[config.mk]
export PLATFORM = sky130hd
export DESIGN_NAME = idll_free_ram
export DESIGN_NICKNAME = d
export VERILOG_FILES = /design/src/idll_pkg.sv /design/src/idll_free_ram.sv
export SDC_FILE = /design/constraint.sdc
export NUM_CORES = 2
export LEC_CHECK = 0
export ABC_AREA = 1
export BUFFER_PORTS_ARGS = -buffer_cell sky130_fd_sc_hd__buf_2
export CAP_MARGIN = 20
export CELL_PAD_IN_SITES_DETAIL_PLACEMENT = 1
export CELL_PAD_IN_SITES_GLOBAL_PLACEMENT = 1
export CORE_AREA = 2 2 416 418
export CTS_BUF_LIST = sky130_fd_sc_hd__clkbuf_8
export CTS_CLUSTER_SIZE = 8
export DETAILED_ROUTE_END_ITERATION = 16
export DIE_AREA = 0 0 418 420
export PLACE_DENSITY_LB_ADDON = 0.1
export SYNTH_ARGS = -nofsm -noshare
export SYNTH_HDL_FRONTEND = slang
export SYNTH_SLANG_ARGS = --single-unit
[constraint.sdc]
create_clock -name clk -period 1.6 [get_ports clk]
set_clock_uncertainty 0.2 [all_clocks]
set_input_delay 0.08 -clock clk [delete_from_list [all_inputs] [get_ports clk]]
set_output_delay 0.08 -clock clk [all_outputs]
set_load 0.05 [all_outputs]
[src/idll_pkg.sv]
`timescale 1ns / 1ps
package idll_pkg;
	localparam int Capacity = 256;
	localparam int SlotW = $clog2(Capacity);
	localparam int CountW = SlotW + 1;

	localparam logic [2:0] ActPushHead = 3'd0;
	localparam logic [2:0] ActPushTail = 3'd1;
	localparam logic [2:0] ActInsert   = 3'd2;
	localparam logic [2:0] ActPop      = 3'd3;
	localparam logic [2:0] ActRead     = 3'd4;

	localparam logic [1:0] StOk    = 2'd0;
	localparam logic [1:0] StEmpty = 2'd1;
	localparam logic [1:0] StRange = 2'd2;
	localparam logic [1:0] StFull  = 2'd3;

	localparam logic [2:0] MaxTag = 3'd6;
	localparam logic [2:0] VoidTagReset = 3'd5;

	typedef struct packed {
		logic [1:0]        status;
		logic [63:0]       out_payload;
		logic [2:0]        out_type;
		logic [CountW-1:0] entry_count;
	} result_t;

	typedef struct packed {
		logic [63:0]      payload;
		logic [2:0]       tag;
		logic [SlotW-1:0] next;
		logic [SlotW-1:0] prev;
	} slot_t;
endpackage

[src/idll_free_ram.sv]
`timescale 1ns / 1ps
module idll_free_ram
	import idll_pkg::*;
(
	input  logic             clk,
	input  logic             we,
	input  logic [SlotW-1:0] waddr,
	input  logic [SlotW-1:0] wdata,
	input  logic [SlotW-1:0] raddr,
	output logic [SlotW-1:0] rdata
);
	logic [SlotW-1:0] mem [Capacity];

	always_ff @(posedge clk) begin
		if (we) begin
			mem[waddr] <= wdata;
		end
		rdata <= mem[raddr];
	end
endmodule

# Word-level counts from Yosys, hierarchy flattened
# Memories as Yosys holds them, arrays and structs flattened. A register that Yosys moved wholly into a read port is not among the register bits.
# Index checks and enable logic that the tools add are counted.
[word_totals]
ff_bits = 0
ram_bits = 2048
in_bits = 26
mem_count = 1
[memory_table]
columns = ["memory", "words", "word_bits", "rd", "rd_ports_with_merged_regs", "wr", "line", "text"]
rows = [
  ["mem", 256, 8, 1, 1, 1, "idll_free_ram.sv:12", "logic [SlotW-1:0] mem [Capacity];"],
]
[classes]
n_mux = 2
[op_table]
columns = ["op", "count"]
rows = [
  ["$mux 1", 2],
]

# Depth between registers and ports, before layout
[logic_depth]
word_depth = 2
ltp_mapped = 15

# Worst setup path after synthesis
# No wires, ideal clock.
[synth_timing]
path_kind = "input-to-reg"
from = "input port we"
to = "memory mem[162][0] (netlist name) (enable)"
arrival_time_ns = 1.201
path_slack_ns = -0.171
cell_stages = 4
n_path_buf = 2
cell_sequence = "clkbuf_1 -> nand3_1 -> clkbuf_1 -> nor2_1"
[synth_via]
elab_chain_cells = 2
[synth_lines]
columns = ["item", "line", "text"]
rows = [
  ["from (decl)", "idll_free_ram.sv:6", "input logic we,"],
  ["$mux 1", "idll_free_ram.sv:15", "if (we) begin"],
  ["$mux 1 (implied by the code)", "idll_free_ram.sv:16", "mem[waddr] <= wdata;"],
  ["to (decl)", "idll_free_ram.sv:12", ""],
]
# No other way between the ends.

# Worst setup path after layout
[layout_timing]
from = "register rdata[5] (read register of mem)"
to = "output port rdata[5]"
[layout_lines]
columns = ["item", "line", "text"]
rows = [
  ["from (decl)", "idll_free_ram.sv:10", "output logic [SlotW-1:0] rdata"],
]
# No word-level cell between the ends.

==> metrics.md <==
| Metric | Value |
|---|---|
| Fillcell total | 16800 |
| Synth top area share | 73.7% |
| Gr usage total | 31.1% |
| Routed WL | 275000 um |
| Critical Path RT | 1.32 ns |
| Hold slack | 0.00650 ns |
| Cell Area, Synth | 0.0834 sq mm |
| Non-filler cells, final | 10100 |
| Max Cap Viol | 0 |
| Iteration count of the initial detailed-routing pass | 6 |
| Crit-path leading delay family | flip-flops |
| Synth area leaders | edfxtp_1 (74%), nand3_1 (12%), nand2_1 (9.6%), buf_2 (1.6%), nor2_1 (1.3%) |
| RD Place Congestion | 0.867 |
| Postcts setup bufs | 0 |
| DIE WIDTH | 418 um |
| Final hold vios | 0 |
| Detail Route Antenna Nets | 0 |
| Yosys warns | 0 |
| Dpl cell area | 0.0922 sq mm |
| Setup violations, final | 40 |
| Placed insts | 9503 |
| Setup slack after layout | -0.327 ns |
| Vias per cell | 5.87 |
| Pin count of the biggest net entering global routing | 76 |
| Status | finished, violations left |
| RSZ-0062 raised after global routing | true |
| Yosys top cell by area | edfxtp_1 |
| Syn_nets | 7029 |
| Worst slack at placement | -0.976 ns |
| I/O pin count | 34 |
| Worst-skew pair later-pin latency | 1.08 ns |
| Sequential area share after synthesis | 73.9% |
| Final instance area | 0.103 sq mm |
| Initial drt markers | 6013 |
| Critical Path Start | rdata[5]$_DFF_P_ |
| Chip height | 420 um |
| Root Driver | clkbuf_8 |
| Worst Max-Slew Pin Slew | 0.900 ns |
| Post-synth cell types | 14 |
| Total die area | 0.176 sq mm |
| Clk sinks | 2056 |
| Max-slew violations | 0 |
| H-Tree Depth | 5 |
| Area grow syn2layout | 23.6% |
| Mapped Cells | 7003 |
| Initial core utilization | 48.8% |
| Critical path peak fanout | 1 |
| Clock slew at reported path FFs | 0.06 ns |
| Avg Synthesized Cell Area | 11.9 sq um |
| Worst Path Buf+Inv | 1 |
| Startpoint types | flip-flop |
| Clk network pwr share | 37.7% |
| Static leakage | 37.5 nW |
| Nets | 7714 |
| TritonCTS buffer count | 356 |
| CP cell instances | buf_8 |
| Synthesized flop and latch total | 2056 |
| HPWL after DPL | 169000 um |
| Period utilisation layout | 120% |
| Drt drc | 0 |
| CP Class | flip-flop to primary output |
| Reg power frac | 53.5% |
| Comb power frac | 8.8% |
| Grt total ovfl | 0 |
| Vias | 59600 |
| Crit end category | primary output |
| Port bufs | 33 |
| WL/cell | 27.1 um |
| Pwr Density | 1080 mW/mm^2 |
| Failing checks | negative setup slack |
| CTS max path bufs | 4 |
| Slew HR | 39.8% |
| First-pass GRT wire length | 404000 um |
| Worst hold start | raddr[0] |
| Initial antenna violation count | 10 |
| Sw Share | 25.0% |
| Finished Core Util | 60.3% |
| Min Clock Period, post-route | 1.93 ns |
| Fmax | 519 MHz |
| Vias in the first global route | 62100 |
| Share of layout cells above drive strength 1 | 23.4% |
| Critical Path Max Stage Delay | 0.43 ns |
| Worst VDD drop | 1.04 mV |
| CTS tree | done |
| Row Count | 152 |
| Int Power | 83.5 mW |
| P_sw | 27.8 mW |
| Worst min path class | input pin to flip-flop |
| Reg2reg start | mem[66][5]$_DFFE_PP_ |
| Arrival time at the worst endpoint | 1.65 ns |
| Slowest CP cell | dfxtp_4 |
| CORE AREA | 0.171 sq mm |
## power by group through the flow
stage / combinational (mW) / clock (mW) / sequential, mW
6_report: 9.81 / 42.0 / 59.5
5_1_grt: 10.4 / 44.8 / 59.4
4_1_cts: 9.38 / 42.6 / 59.5
3_5_place_dp: 8.22 / 0 / 60.6
3_3_place_gp: 8.02 / 0 / 60.6
2_1_floorplan: 3.68 / 0 / 60.6
## logic make-up after synthesis
| family | after synthesis | share of synthesized area, % |
|---|---|---|
| simple gates | 4425 | 22.9 |
| flops | 2056 | 73.9 |
| buf+inv | 522 | 3.12 |
## flip-flops by register name (all words and copies together), names as in the netlist
signal  flops
mem      2048
rdata       8
## cells in the mapped netlist
library cell  instances
nor2_1              283
inv_4                 1
nand2_1            2123
nand3_1            2019
buf_1                40
buf_6                16
inv_1                36
clkbuf_1            112
edfxtp_1           2048
buf_4                46
inv_2                 2
buf_8                 1
buf_2               268
dfxtp_1               8
## repair_timing
action	4_1_cts	5_1_grt
pin swaps	179	156
setup endpoints to repair	16	217
cloned	0	2
resized for setup	620	220
hold endpoints to repair	4104	2009
hold buffers	62	6
## routing by layer
metal | track usage (%) | part of all wire (%) | vias to the layer above
met2 | 51.7 | 49 | 2252
met1 | 41.9 | 41 | 30500
li1 | - | - | 26300
met3 | 4.79 | 7.2 | 498
met4 | 10.9 | 3.4 | 2
met5 | 0 | 0.0040 | -
## worst reg2reg max path: cells and delay by family (launching register included)
family           cells  cell delay, ns
DFF                  1            0.39
and+or+nand+nor     10            0.99
## final timing paths
check / end / depth (start not counted) / slack [ns]
worst max-delay path: rdata[5] / 1 / -0.33
worst min-delay path: rdata[4]$_DFF_P_ / 12 / 0.006
worst max register to register: rdata[5]$_DFF_P_ / 10 / -0.10
worst min register to register: rdata[2]$_DFF_P_ / 10 / 0.80
## layout make-up
| class | instances | area [sq um] | share of cell area (%) |
|---|---|---|---|
| Multi-Input combinational cell | 4425 | 23600 | 22.9 |
| Tap cell | 2233 | 2790 | 2.71 |
| Clock buffer | 363 | 5000 | 4.85 |
| Clock inverter | 222 | 908 | 0.881 |
| Timing Repair Buffer | 810 | 8930 | 8.66 |
| Sequential cell | 2056 | 61700 | 59.8 |
| Antenna cell | 1 | 2.50 | 0.00243 |
| Inverter | 39 | 180 | 0.175 |
## layout by cell type (no fill, tap or decap), drive strengths merged
cell type and count:
nand2 2123, edfxtp 2048, nand3 2019, buf 753, clkbuf 365, nor2 283
inv 154, clkinv 103, dlygate4sd3 53, dfxtp 8, clkinvlp 3, dlymetal6s4s 2
diode 1, bufinv 1
## per-stage QoR
| step | setup TNS [ns] | total power [mW] |
|---|---|---|
| after floorplan | -45.33 | 64.3 |
| after global placement | -234.74 | 68.6 |
| after detailed placement | -314.16 | 68.8 |
| after CTS | -10.20 | 111 |
| after global routing | -10.12 | 115 |
| final | -9.19 | 111 |
Power figures use the tool's default switching activity.
